===== config.mk =====
export PLATFORM = sky130hd
export DESIGN_NAME = nnis_div
export DESIGN_NICKNAME = d
export VERILOG_FILES = /design/src/nnis_pkg.sv /design/src/nnis_div.sv
export SDC_FILE = /design/constraint.sdc
export NUM_CORES = 1
export LEC_CHECK = 0
export BUFFER_PORTS_ARGS = -buffer_cell sky130_fd_sc_hd__buf_4
export CAP_MARGIN = 5
export CORE_MARGIN = 2
export CORE_UTILIZATION = 56
export DETAILED_ROUTE_END_ITERATION = 10
export GPL_TIMING_DRIVEN = 1
export MAX_ROUTING_LAYER = met4
export PLACE_DENSITY_LB_ADDON = 0.05
export SLEW_MARGIN = 20
export SYNTH_ARGS = -nofsm -noshare
export SYNTH_HDL_FRONTEND = slang
export SYNTH_SLANG_ARGS = --single-unit

===== constraint.sdc =====
create_clock -name clk -period 3 [get_ports clk]
set_input_delay 0.3 -clock clk [delete_from_list [all_inputs] [get_ports clk]]
set_output_delay 0.3 -clock clk [all_outputs]
set_load 0.05 [all_outputs]

===== src/nnis_pkg.sv =====
package nnis_pkg;

	localparam int MAX_SRC_DIM_DEF = 64;
	localparam int MAX_DST_DIM_DEF = 4096;
	localparam int RESET_DIM       = 64;
	localparam int PIX_W           = 8;
	localparam int CFG_IDX_W       = 2;

	localparam logic [CFG_IDX_W-1:0] REG_SRC_WIDTH  = 2'd0;
	localparam logic [CFG_IDX_W-1:0] REG_SRC_HEIGHT = 2'd1;
	localparam logic [CFG_IDX_W-1:0] REG_DST_WIDTH  = 2'd2;
	localparam logic [CFG_IDX_W-1:0] REG_DST_HEIGHT = 2'd3;

	localparam logic OP_WRITE = 1'b0;
	localparam logic OP_READ  = 1'b1;

	typedef struct packed {
		logic vld;
		logic op;
		logic err;
	} ctl_t;

endpackage


===== src/nnis_div.sv =====
module nnis_div import nnis_pkg::*; #(
	parameter int MAX_SRC_DIM = MAX_SRC_DIM_DEF,
	parameter int MAX_DST_DIM = MAX_DST_DIM_DEF,
	localparam int SW = $clog2(MAX_SRC_DIM + 1),
	localparam int DW = $clog2(MAX_DST_DIM + 1),
	localparam int CW = $clog2(MAX_DST_DIM),
	localparam int QW = $clog2(MAX_SRC_DIM),
	localparam int NW = CW + SW
) (
	input  logic             clk,
	input  logic             arst_n,
	input  logic             en,
	input  ctl_t             ctl_i,
	input  logic [NW-1:0]    nx,
	input  logic [NW-1:0]    ny,
	input  logic [QW-1:0]    px,
	input  logic [QW-1:0]    py,
	input  logic [PIX_W-1:0] pix,
	input  logic [DW-1:0]    dst_w,
	input  logic [DW-1:0]    dst_h,
	output ctl_t             ctl_o,
	output logic [QW-1:0]    qx,
	output logic [QW-1:0]    qy,
	output logic [QW-1:0]    px_o,
	output logic [QW-1:0]    py_o,
	output logic [PIX_W-1:0] pix_o
);

	localparam int RW = (NW > DW + QW) ? NW : DW + QW;

	ctl_t             ctl_s [QW];
	logic [RW-1:0]    rx_s  [QW];
	logic [RW-1:0]    ry_s  [QW];
	logic [QW-1:0]    qx_s  [QW];
	logic [QW-1:0]    qy_s  [QW];
	logic [QW-1:0]    px_s  [QW];
	logic [QW-1:0]    py_s  [QW];
	logic [PIX_W-1:0] pix_s [QW];

	for (genvar k = 0; k < QW; k++) begin : g_stage
		localparam int B = QW - 1 - k;

		ctl_t             ctl_a;
		logic [RW-1:0]    rx_a;
		logic [RW-1:0]    ry_a;
		logic [QW-1:0]    qx_a;
		logic [QW-1:0]    qy_a;
		logic [QW-1:0]    px_a;
		logic [QW-1:0]    py_a;
		logic [PIX_W-1:0] pix_a;
		logic [RW-1:0]    dx;
		logic [RW-1:0]    dy;
		logic             gex;
		logic             gey;

		if (k == 0) begin : g_head
			assign ctl_a = ctl_i;
			assign rx_a  = RW'(nx);
			assign ry_a  = RW'(ny);
			assign qx_a  = '0;
			assign qy_a  = '0;
			assign px_a  = px;
			assign py_a  = py;
			assign pix_a = pix;
		end else begin : g_body
			assign ctl_a = ctl_s[k-1];
			assign rx_a  = rx_s[k-1];
			assign ry_a  = ry_s[k-1];
			assign qx_a  = qx_s[k-1];
			assign qy_a  = qy_s[k-1];
			assign px_a  = px_s[k-1];
			assign py_a  = py_s[k-1];
			assign pix_a = pix_s[k-1];
		end

		assign dx  = RW'(dst_w) << B;
		assign dy  = RW'(dst_h) << B;
		assign gex = (rx_a >= dx);
		assign gey = (ry_a >= dy);

		always_ff @(posedge clk or negedge arst_n) begin
			if (!arst_n) begin
				ctl_s[k] <= '0;
			end else if (en) begin
				ctl_s[k] <= ctl_a;
			end
		end

		always_ff @(posedge clk) begin
			if (en) begin
				rx_s[k]    <= gex ? rx_a - dx : rx_a;
				ry_s[k]    <= gey ? ry_a - dy : ry_a;
				qx_s[k]    <= qx_a | (QW'(gex) << B);
				qy_s[k]    <= qy_a | (QW'(gey) << B);
				px_s[k]    <= px_a;
				py_s[k]    <= py_a;
				pix_s[k]   <= pix_a;
			end
		end
	end

	assign ctl_o = ctl_s[QW-1];
	assign qx    = qx_s[QW-1];
	assign qy    = qy_s[QW-1];
	assign px_o  = px_s[QW-1];
	assign py_o  = py_s[QW-1];
	assign pix_o = pix_s[QW-1];

endmodule


==> impl_metrics.ini <==
[critical_path]
cpMaxStageDelayCell = a311o_1
critical_path.most_common_cell = inv_2
cp.required_ps = 3310
worstPathBufferInverterCount = 3
crit_fanout = 3
cp-end-kind = flop
critPathArrivalTime_ps = 3270
cpLargestDelayFamily = compound AO/OA/AOI/OAI gates
startpoint_type = flop
worstSetupPathType = flop to flop
crit_path_cell_trace = inv_2, ha_4, inv_2, fa_2, a21oi_4, o22ai_2, o41a_1, a311o_1, nor3b_4, buf_6, mux2_4
crit_path_max_incr_delay_ps = 410

[clocking]
cts.path.max_buffers = 3
cts_tree = built
cts_buffers = 40
clk_pin_slew_worst_paths_ps = 60
htreeDepth = 2
clock_latency_ps = 560
clkSinkCount = 370
cts_root_buf = clkbuf_16

[die]
ios = 125
die-area_um2 = 37500
die_x_um = 194
die_h_um = 194
start_util_pct = 56.8
core_area_um2 = 35500
placementRows = 69

[power_and_ir_drop]
p_total_mw = 18.4
cellPowerDensity_nw_per_um2 = 763
max-vdd-ir-drop_uv = 667
power_leakage_nw = 9.60

[placement]
place_inst = 2351
dp_slack_ps = -60.9
port_buffers = 124
gp_congestion = 0.890
post-dp-hpwl_mm = 30.7

[route]
wl_per_cell_um = 16.9
finalWirelength_mm = 41.6
viasPerCell = 5.71
ant_nets = 0
drt_iter0_markers = 799
vias = 14100
drtPass1Iterations = 5
drc = 0

[timing]
final-setup-viol-count = 0
finalHoldViolations = 0
worst_pin_slew_ps = 564
clock_skew_ps = 14.7
finalCriticalPeriod_ps = 2970
relSlewSlack_pct = 62.0
min_period_over_period_pct = 98.9
drv_slew = 0
fin_ws_ps = 32.5
fmax_mhz = 337
rsz0062_at_grt = yes

[synth]
ys_types = 81
yosys_warnings = 0
syn_nets = 1954
synth_top_area_share_pct = 52.4
synth_area_um2 = 20200
syn-instance-count = 1698
yosys.area.top_type = edfxtp_1
ys.flop_type = edfxtp_1
synth_edf_count = 352
seq_area_frac_synth_pct = 54.7
synth.area.top_cells = edfxtp_1, ha_1, a21oi_1
ys_seq_elements = 370
avgSynthCellArea_um2 = 11.9
synthArstFlopShare_pct = 4.86

[finish]
drive_gt1_share_pct = 18.8
multi_input_area_um2 = 8730
fillers = 2630
area_growth_pct = 19.9
final_nets = 2228
final_cells = 2460
antennaDiodeCount = 0
seq_area_um2 = 11000

[grt]
antenna_found_initial = 0
track_usage_pct = 23.1
grt_max_degree = 96
grt_pass1_vias = 13900
overflow = 0
grt_pass1_wl_mm = 68.0

[run]
maxCapViolCount = 0

[worst_hold_path]
min_path_type = input port to flop

[outcome]
run_status = finished clean
## worst paths after layout
check / startpoint / endpoint / slack, ps / cells after the start
worst max-delay path: ry_s[1][3] / ry_s[2][4] / 30 / 11
worst min-delay path: nx[15] / rx_s[0][15] / 40 / 3
min in group asynchronous: arst_n / ctl_o[2] / 140 / 2
max in group asynchronous: arst_n / ctl_s[10] / 2670 / 2
worst min register to register: py_s[2][3] / py_s[3][3] / 410 / 0
worst max register to register: ry_s[1][3] / ry_s[2][4] / 30 / 11
## layout make-up
cell class	instances	share of cell area [%]
repair buffers	270	9.29
multi-input cells	1211	36.1
clock buffers	48	4.35
well taps	461	2.39
inverters	79	1.23
flip-flops and latches	370	45.6
clock inverters	21	0.989
## worst min-delay path, stage by stage
cell and delay, ps:
buf_4 90, nand2_1 40, o31ai_1 50
## cells in the final DEF (no fill, tap or decap), types with 10 or more instances in the layout
cell type        n
inv_1           76
nor2_1         128
xor2_1          43
nor2b_1         19
ha_1           155
a21o_1          34
buf_4          221
mux2_2          50
o211ai_1        15
nand4_1         17
and3_1          12
o21a_1          34
o21bai_1        10
o31ai_1         15
nand2b_1        17
a31oi_1         10
edfxtp_1       352
nor3_1          28
o21ai_0        110
xnor2_1         58
clkbuf_16       41
nand3_1         35
dlygate4sd3_1   34
a21oi_1        130
a211oi_1        16
nor4_1          12
dfrtp_1         18
nand2_1        117
## flip-flops by register name (all words and copies together), names as in the netlist
name and flops:
qy_s 21, pix_s 48, rx_s 95, px_s 36
py_s 36, qx_s 21, ctl_o 3, ctl_s 15
ry_s 95
## repair_timing
item                                    CTS  global route
pin swaps                                 1             8
resized for setup                         1            24
hold endpoints to repair                 51             0
setup buffers                             0             5
hold buffers                             34             0
endpoints found under the setup margin    6            28
cloned                                    0             1
## where the power goes
group	switching [mW]	internal [mW]	total, mW
clock network	1.93	2.93	4.86
logic	3.21	2.88	6.09
registers	0.504	6.97	7.48
total	5.65	12.8	18.4
## kinds of logic (layout without fill, tap and decap cells)
| logic type | Yosys count | in the layout | share of synthesized area [%] |
|---|---|---|---|
| xor+xnor | 101 | 101 | 4.39 |
| buf+inv | 117 | 418 | 2.40 |
| fa+ha+maj | 166 | 166 | 10.7 |
| flops | 370 | 370 | 54.7 |
| compound gates | 453 | 453 | 14.2 |
| mux | 59 | 59 | 3.27 |
| simple gates | 432 | 432 | 10.4 |
## synth_stat cells (17+ instances only)
cell / number
xor2_1: 43
o21a_1: 34
nand3_1: 35
inv_1: 79
o21ai_0: 113
nor2_1: 128
mux2_2: 50
a21oi_1: 131
xnor2_1: 58
ha_1: 156
dfrtp_1: 18
edfxtp_1: 352
nand4_1: 17
a211oi_1: 18
nand2_1: 117
nor2b_1: 19
nor3_1: 29
clkbuf_1: 19
a21o_1: 34
nand2b_1: 17
## routing by layer
metal	up-vias	global-route usage, %	wire, um
li1	6968	-	-
met1	6660	31.9	19800
met2	359	35.7	18800
met3	70	3.18	1990
met4	0	7.10	1000
met5	-	-	0
## stage by stage
step / TNS [ps] / hold slack (ps) / utilization (%) / area (um^2)
after floorplan: 0 / 4.41 / - / 20200
after global placement: -19.7 / 171 / 63.1 / 22400
after detailed placement: -146 / 175 / 63.1 / 22400
after CTS: 0 / 6.09 / 67.7 / 24000
after global routing: -484 / 36.6 / 68.1 / 24200
final: 0 / 37.1 / 68.1 / 24200
Note: power is estimated with default switching activity, not from simulation.
