--- src/nnis_pkg.sv ---
package nnis_pkg;

	localparam int MAX_SRC_DIM_DEF = 64;
	localparam int MAX_DST_DIM_DEF = 4096;
	localparam int RESET_DIM       = 64;
	localparam int PIX_W           = 8;
	localparam int CFG_IDX_W       = 2;

	localparam logic [CFG_IDX_W-1:0] REG_SRC_WIDTH  = 2'd0;
	localparam logic [CFG_IDX_W-1:0] REG_SRC_HEIGHT = 2'd1;
	localparam logic [CFG_IDX_W-1:0] REG_DST_WIDTH  = 2'd2;
	localparam logic [CFG_IDX_W-1:0] REG_DST_HEIGHT = 2'd3;

	localparam logic OP_WRITE = 1'b0;
	localparam logic OP_READ  = 1'b1;

	typedef struct packed {
		logic vld;
		logic op;
		logic err;
	} ctl_t;

endpackage

--- src/nnis_prep.sv ---
module nnis_prep import nnis_pkg::*; #(
	parameter int MAX_SRC_DIM = MAX_SRC_DIM_DEF,
	parameter int MAX_DST_DIM = MAX_DST_DIM_DEF,
	localparam int SW = $clog2(MAX_SRC_DIM + 1),
	localparam int DW = $clog2(MAX_DST_DIM + 1),
	localparam int CW = $clog2(MAX_DST_DIM),
	localparam int QW = $clog2(MAX_SRC_DIM),
	localparam int NW = CW + SW
) (
	input  logic             clk,
	input  logic             arst_n,
	input  logic             en,
	input  logic             in_vld,
	input  logic             in_op,
	input  logic [CW-1:0]    in_x,
	input  logic [CW-1:0]    in_y,
	input  logic [PIX_W-1:0] in_pix,
	input  logic [SW-1:0]    src_w,
	input  logic [SW-1:0]    src_h,
	input  logic [DW-1:0]    dst_w,
	input  logic [DW-1:0]    dst_h,
	output ctl_t             ctl_s1,
	output logic [NW-1:0]    nx_s1,
	output logic [NW-1:0]    ny_s1,
	output logic [QW-1:0]    px_s1,
	output logic [QW-1:0]    py_s1,
	output logic [PIX_W-1:0] pix_s1
);

	localparam int LW0 = (CW > SW) ? CW : SW;
	localparam int LW  = (LW0 > DW) ? LW0 : DW;

	logic sz_bad;
	logic rng_bad;
	ctl_t ctl_d;

	assign sz_bad = (src_w == '0) || (LW'(src_w) > LW'(MAX_SRC_DIM))
		|| (src_h == '0) || (LW'(src_h) > LW'(MAX_SRC_DIM))
		|| (dst_w == '0) || (LW'(dst_w) > LW'(MAX_DST_DIM))
		|| (dst_h == '0) || (LW'(dst_h) > LW'(MAX_DST_DIM));

	always_comb begin
		if (in_op == OP_WRITE) begin
			rng_bad = (LW'(in_x) >= LW'(src_w)) || (LW'(in_y) >= LW'(src_h));
		end else begin
			rng_bad = (LW'(in_x) >= LW'(dst_w)) || (LW'(in_y) >= LW'(dst_h));
		end
		ctl_d.vld = in_vld;
		ctl_d.op  = in_op;
		ctl_d.err = sz_bad | rng_bad;
	end

	always_ff @(posedge clk or negedge arst_n) begin
		if (!arst_n) begin
			ctl_s1 <= '0;
		end else if (en) begin
			ctl_s1 <= ctl_d;
		end
	end

	always_ff @(posedge clk) begin
		if (en) begin
			nx_s1  <= NW'(in_x) * NW'(src_w);
			ny_s1  <= NW'(in_y) * NW'(src_h);
			px_s1  <= in_x[QW-1:0];
			py_s1  <= in_y[QW-1:0];
			pix_s1 <= in_pix;
		end
	end

endmodule

--- config.mk ---
export PLATFORM = sky130hd
export DESIGN_NAME = nnis_prep
export DESIGN_NICKNAME = d
export VERILOG_FILES = /design/src/nnis_pkg.sv /design/src/nnis_prep.sv
export SDC_FILE = /design/constraint.sdc
export NUM_CORES = 1
export LEC_CHECK = 0
export ABC_AREA = 0
export BUFFER_PORTS_ARGS = -buffer_cell sky130_fd_sc_hd__clkbuf_2
export CORE_UTILIZATION = 55
export CTS_CLUSTER_DIAMETER = 40
export DETAILED_ROUTE_END_ITERATION = 7
export PLACE_DENSITY = 0.78
export SYNTH_ARGS = -nofsm -noshare
export SYNTH_HDL_FRONTEND = slang
export SYNTH_SLANG_ARGS = --single-unit
export TNS_END_PERCENT = 100
--- constraint.sdc ---
create_clock -name clk -period 0.85 [get_ports clk]
set_input_delay 0.085 -clock clk [delete_from_list [all_inputs] [get_ports clk]]
set_output_delay 0.085 -clock clk [all_outputs]
set_load 0.1 [all_outputs]
==> impl_results.md, run 1 <==
- Core area: 14600 um2
- Clock-pin slew on the worst setup and hold paths: 0.09 ns
- Avg Cell Area, Syn: 9.75 um2
- Total routed wirelength: 45500 um
- First-pass GRT wire length: 52600 um
- Drt first pass iters: 8
- Net Count, Synth: 1157
- Synth top area share: 23.5%
- CTS tree: built
- Post-Syn Area: 8340 um2
- Grt total ovfl: 0
- Worst r2r src: ctl_s1[2]$_DFFE_PN0P_
- H-tree levels: 3
- Largest cells by area after synthesis: fa_1 24%, edfxtp_1 21%, ha_1 19%
- Clk buf depth: 2
- Highest routed layer: met5
- Gate power share: 79.4%
- Detailed-route via count: 9916
- Status: complete, but fails checks
- Count leader, synth: inv_1
- Max Freq: 0.230 GHz
- Final net count: 1507
- DR iter-0 viols: 1934
- Post-synthesis instance total: 856
- Synth Register Bits: 61
- WS Path Type: in2reg
- Sequential share of power: 12.3%
- Routed wl met2: 18400 um
- Clk Latency, worst-skew pair: 0.38 ns
- Die Ht: 125 um
- Worst Skew: 0 ns
- EDFF count, synth: 58
- Top post-synthesis cells by count: 166 x inv_1, 126 x ha_1, 98 x fa_1, 88 x and2_1, 75 x nand2_1
- Sw power: 0.0234 W
- Hold path start: in_op
- CTS Buf Count: 9
- Int Pwr: 0.0222 W
- Unique cell type count in the Yosys netlist: 47
- Post-synthesis sequential area ratio: 21.8%
- Failing checks: design-rule violations, negative setup slack
- Number of remaining DRC errors: 93
- CP endpoint kind: flop
- Data required, critical path: 1.04 ns
- CP max FO: 8
- Starting Density: 57.0%
- Row count: 44
- Asr flop ratio synth: 4.92%
- CP Launch Type: input pin
- Final Util: 95.2%
- PortBufs: 137
- Actual slew at the worst max-slew pin: 0.621 ns
- Via-to-Cell Ratio: 7.10
- Die Area: 15700 um2
- GPL Wtd Cong: 0.920
- Vias in the first global route: 9303
- Setup_tns: -107.75 ns
- Met3 wire length: 7800 um
- Clock power share: 8.3%
- Hold WS: 0.0243 ns
- Min-delay worst type: in2reg
- Initial antenna violation count: 1
- Tmin final: 4.35 ns
- Static leakage: 6.66 nW
- RSZ-0062 raised after global routing: true
- Setup WS pre-CTS: -3.53 ns
- Max cap viols: 0
- Final Cycle Share: 512%
- Post-Layout Cell Count: 1397
- Worst VDD drop: 3.23 mV
- Dpl hpwl: 18700 um
- IO Pins: 138
- Crit path from: src_w[6]
- Final slew viol count: 0
- Wire length per cell: 32.6 um
- Die Wd: 125 um
- Setup violators final: 99
- Critical path arrival: 4.54 ns
- Top FF cell, synth: edfxtp_1
- Switching Share: 51.4%
- ANT nets after route: 0
- Wl on met1: 13900 um
- Worst setup margin: -3.50 ns
- Fin. Hold Viols: 0
- Slew headroom: 58.2%
- Placed Instances: 1335
- Total power per unit cell area: 3270 nW/um2
- Clk sink count: 61
- Yosys top cell by area: fa_1
- Total GRT Usage: 44.8%
- Largest net degree at the start of global routing: 42
- Area Growth Syn to Fin: 67.0%
- Clk Tree Root Cell: clkbuf_16
- Yosys warnings: 0
- Share of layout cells above drive strength 1: 50.5%
## repair_timing
action / 4_1_cts / 5_1_grt
hold buffers: 10 / 0
endpoints found under the hold margin: 12 / 0
setup endpoints to repair: 98 / 100
pin swaps: 109 / 80
setup buffers: 21 / 17
gates resized for setup: 193 / 120
## logic make-up after synthesis
kind of cell | count (synthesis) | synth area share [%]
fa+ha+maj | 224 | 42.4
xor+xnor | 33 | 3.46
mux | 3 | 0.405
flops | 61 | 21.8
simple gates | 247 | 15.7
compound gates | 104 | 8.02
buf+inv | 184 | 8.28
## registers in the layout (all words and copies together) (netlist names)
register  cells
ny_s1        19
px_s1         6
nx_s1        19
py_s1         6
ctl_s1        3
pix_s1        8
## critical path, cell delays in order
cell,delay [ns]
clkbuf_4,0.19
nand2_1,0.30
fa_1,0.62
fa_1,0.65
inv_2,0.08
fa_1,0.55
inv_2,0.06
fa_1,0.52
inv_2,0.06
ha_4,0.28
o21ai_2,0.05
o21bai_1,0.17
a21oi_2,0.14
buf_4,0.18
o21ai_4,0.24
buf_6,0.13
xor2_1,0.22
## power by group through the flow
stage          logic, W  clock network (W)  registers [W]
6_report         0.0362            0.00376        0.00562
5_1_grt          0.0369            0.00372        0.00568
4_1_cts          0.0295            0.00351        0.00550
3_5_place_dp     0.0263                  0        0.00554
3_3_place_gp     0.0255                  0        0.00552
2_1_floorplan    0.0115                  0         0.0110
## cells in the final DEF (no fill, tap or decap), types with 4 or more instances in the layout
master and count:
a211oi_2 7, a21o_1 12, a21oi_1 14, a21oi_2 15, a21oi_4 10, and2_1 52
and2_4 38, buf_12 65, buf_4 166, buf_6 40, buf_8 7, clkbuf_16 17
clkbuf_2 46, clkbuf_4 5, clkbuf_8 8, dlygate4sd3_1 10, edfxtp_1 58, fa_1 91
fa_2 7, ha_1 80, ha_4 45, inv_1 126, inv_2 39, nand2_1 59
nand2_2 8, nand2_4 8, nand3_1 6, nand3_2 5, nand3b_1 4, nand4_1 6
nor2_1 13, nor2_2 4, nor2_4 5, nor2b_1 4, nor4_1 8, o211ai_1 4
o21ai_2 9, xnor2_1 17, xnor2_2 7, xor2_1 9
## through the flow
stage	area, um2	power (W)
CTS	13400	0.0385
floorplan	9000	0.0225
global placement	11900	0.0310
global route	13900	0.0463
detailed placement	11900	0.0319
finish	13900	0.0456
## cell type report
class	count	area [um2]
repair buffers	357	3790
fillers	342	709
well taps	184	230
inverters	166	626
clock buffers	9	225
diodes	2	5.00
multi-input cells	611	7190
flip-flops and latches	61	1830
clock inverters	7	42.5
## path summary, 6_finish.rpt
check / endpoint / slack [ns] / cells after the start
max reg2reg: ctl_s1[2]$_DFFE_PN0P_ / -0.03 / 1
min in group asynchronous: ctl_s1[0]$_DFFE_PN0P_ / 0.03 / 2
min reg2reg: ctl_s1[1]$_DFFE_PN0P_ / 0.61 / 1
max: nx_s1[10]$_DFFE_PP_ / -3.50 / 17
max in group asynchronous: ctl_s1[1]$_DFFE_PN0P_ / 0.67 / 2
min: ctl_s1[0]$_DFFE_PN0P_ / 0.02 / 3
## layer usage
metal	GRT usage, %	vias to the layer above
met5	0	-
met4	31.1	4
met3	12.9	541
met2	71.2	1345
met1	52.5	4522
li1	-	3504
Note: power is estimated with default switching activity, not from simulation.
==> run 2: changes to the inputs <==
--- a/config.mk
+++ b/config.mk
@@ -11,6 +11,7 @@
 export CTS_CLUSTER_DIAMETER = 40
 export DETAILED_ROUTE_END_ITERATION = 7
 export PLACE_DENSITY = 0.78
+export REMOVE_ABC_BUFFERS = 1
 export SYNTH_ARGS = -nofsm -noshare
 export SYNTH_HDL_FRONTEND = slang
 export SYNTH_SLANG_ARGS = --single-unit
==> run 2 against run 1 <==
  * The run still ends with design-rule violations, negative setup slack left
  * Critical path depth shrank 1
  * Global-route usage shrank 2.1 points
  * Clock power grew 4%
  * Die area is the same
  * Critical endpoint is now nx_s1[15]$_DFFE_PP_
  * Largest cell class unchanged
  * Highest routed layer unchanged
==> impl_results.md, run 2 (same netlist as run 1, synthesis figures left out) <==
- Status: complete, but fails checks
- Failing checks: design-rule violations, negative setup slack
- Final Util: 95.5%
- Clock-pin slew on the worst setup and hold paths: 0.07 ns
- CP max FO: 8
- Worst path bufs/invs: 4
- Wl on met1: 13100 um
- Highest routed layer: met5
- Worst Skew: 0 ns
- Tmin final: 4.23 ns
- ANT nets after route: 0
- Dpl hpwl: 18000 um
- Commonest non-fill, non-tap cell in the layout: buf_4
- Final net count: 1508
- Detailed-route via count: 9767
- DR iter-0 viols: 1796
- Largest net degree at the start of global routing: 46
- Wire length per cell: 32.3 um
- Setup violators final: 97
- RSZ-0062 raised after global routing: true
- Final Cycle Share: 497%
- Initial antenna violation count: 1
- Cell seen most often among critical-path stages: fa_1
- Die Wd: 125 um
- CP endpoint kind: flop
- Vias in the first global route: 9316
- Clk Latency, worst-skew pair: 0.36 ns
- Grt total ovfl: 0
- Die Ht: 125 um
- Sequential share of power: 12.0%
- GPL Wtd Cong: 0.894
- Max cap viols: 0
- Row count: 44
- CP Launch Type: input pin
- Critical path arrival: 4.31 ns
- CTS tree: built
- Clk buf depth: 2
- Critical Path Slowest Stage Cell: fa_1
- IO Pins: 138
- Total power per unit cell area: 3340 nW/um2
- Placed cell areas: 11500 um2
- PortBufs: 137
- Delay of the slowest cell on the worst path: 0.58 ns
- Met3 wire length: 7380 um
- Fill count: 323
- Non-Filler Cell Area, Final: 14000 um2
- Max Freq: 0.237 GHz
- Ordered cell list for the critical path: clkbuf_8 > buf_4 > and2_4 > fa_1 > fa_2 > fa_1 > inv_1 > fa_1 > inv_2 > ha_4 > a21oi_4 > o211ai_1 > nand3b_1 > nand3b_1 > a31oi_2 > xnor2_1
- Worst VDD drop: 2.68 mV
- Clk sink count: 61
- Fin. Hold Viols: 0
- Gate power share: 79.7%
- Core area: 14600 um2
- Static leakage: 6.70 nW
- Clk Tree Root Cell: clkbuf_16
- Share of layout cells above drive strength 1: 48.9%
- Sw power: 0.0239 W
- Total GRT Usage: 42.7%
- WS Path Type: in2reg
- Area Growth Syn to Fin: 67.6%
- Slew headroom: 57.1%
- Final slew viol count: 0
- Via-to-Cell Ratio: 6.99
- First-pass GRT wire length: 50700 um
- Min-delay worst type: in2async
- Hold WS: 0.0472 ns
- CTS Buf Count: 9
- H-tree levels: 3
- Largest regs: nx_s1: 19 flops, ny_s1: 19 flops, pix_s1: 8 flops
- Drt first pass iters: 8
- Routed wl met2: 18800 um
- Switching Share: 51.1%
- Int Pwr: 0.0228 W
- Actual slew at the worst max-slew pin: 0.637 ns
- Total routed wirelength: 45100 um
- Setup WS pre-CTS: -3.62 ns
- Number of remaining DRC errors: 27
- Clock power share: 8.3%
- Commonest non-fill, non-tap cells in the layout: 160 x buf_4, 124 x inv_1, 91 x fa_1, 82 x ha_1, 65 x buf_12
- CP delay by family, top: adder cells
- Starting Density: 57.0%
- Data required, critical path: 0.94 ns
- Die Area: 15700 um2
- Worst setup margin: -3.38 ns
[run 2: routing by layer]
metal	track usage [%]	vias to the layer above
met4	31.1	2
met2	68.9	1330
li1	-	3496
met5	0	-
met1	48.6	4369
met3	12.3	570
[run 2: final timing paths]
path,startpoint,to,slack [ns],depth (start not counted)
max,src_w[4],nx_s1[15]$_DFFE_PP_,-3.38,16
min,arst_n,ctl_s1[1]$_DFFE_PN0P_,0.05,2
max reg2reg,ctl_s1[1]$_DFFE_PN0P_,ctl_s1[1]$_DFFE_PN0P_,0.05,1
min reg2reg,ctl_s1[2]$_DFFE_PN0P_,ctl_s1[2]$_DFFE_PN0P_,0.59,1
max in group asynchronous,arst_n,ctl_s1[2]$_DFFE_PN0P_,0.68,2
min in group clk,in_y[0],py_s1[0]$_DFFE_PP_,0.05,2
[run 2: metrics by stage]
stage                     power [W]  TNS (ns)  instances
final                        0.0467   -102.79       1397
after global routing         0.0475   -103.57       1397
after CTS                    0.0390    -90.93       1382
after detailed placement     0.0298   -106.35       1335
after global placement       0.0291   -102.73       1335
after floorplan              0.0202    -95.45        838
[run 2: power groups by stage]
stage	Clock [W]	Combinational [W]	Sequential (W)
after global routing	0.00394	0.0379	0.00564
after floorplan	0	0.00922	0.0110
after global placement	0	0.0236	0.00551
final	0.00390	0.0372	0.00561
after CTS	0.00375	0.0298	0.00548
after detailed placement	0	0.0243	0.00554
[run 2: area by class of cell]
cell class	instances	area, um2	share of cell area [%]
timing repair buffer	358	3860	27.6
inverter	166	628	4.49
multi-input combinational	611	7150	51.1
antenna	1	2.50	0.0179
tap	184	230	1.65
sequential	61	1820	13.0
clock buffer	10	229	1.64
clock inverter	6	63.8	0.456
[run 2: timing repair]
action | 4_1_cts | 5_1_grt
gates resized for setup | 279 | 135
hold buffers | 10 | 0
pin swaps | 152 | 114
buffers inserted | 26 | 20
hold endpoints to repair | 12 | 0
setup endpoints to repair | 96 | 96
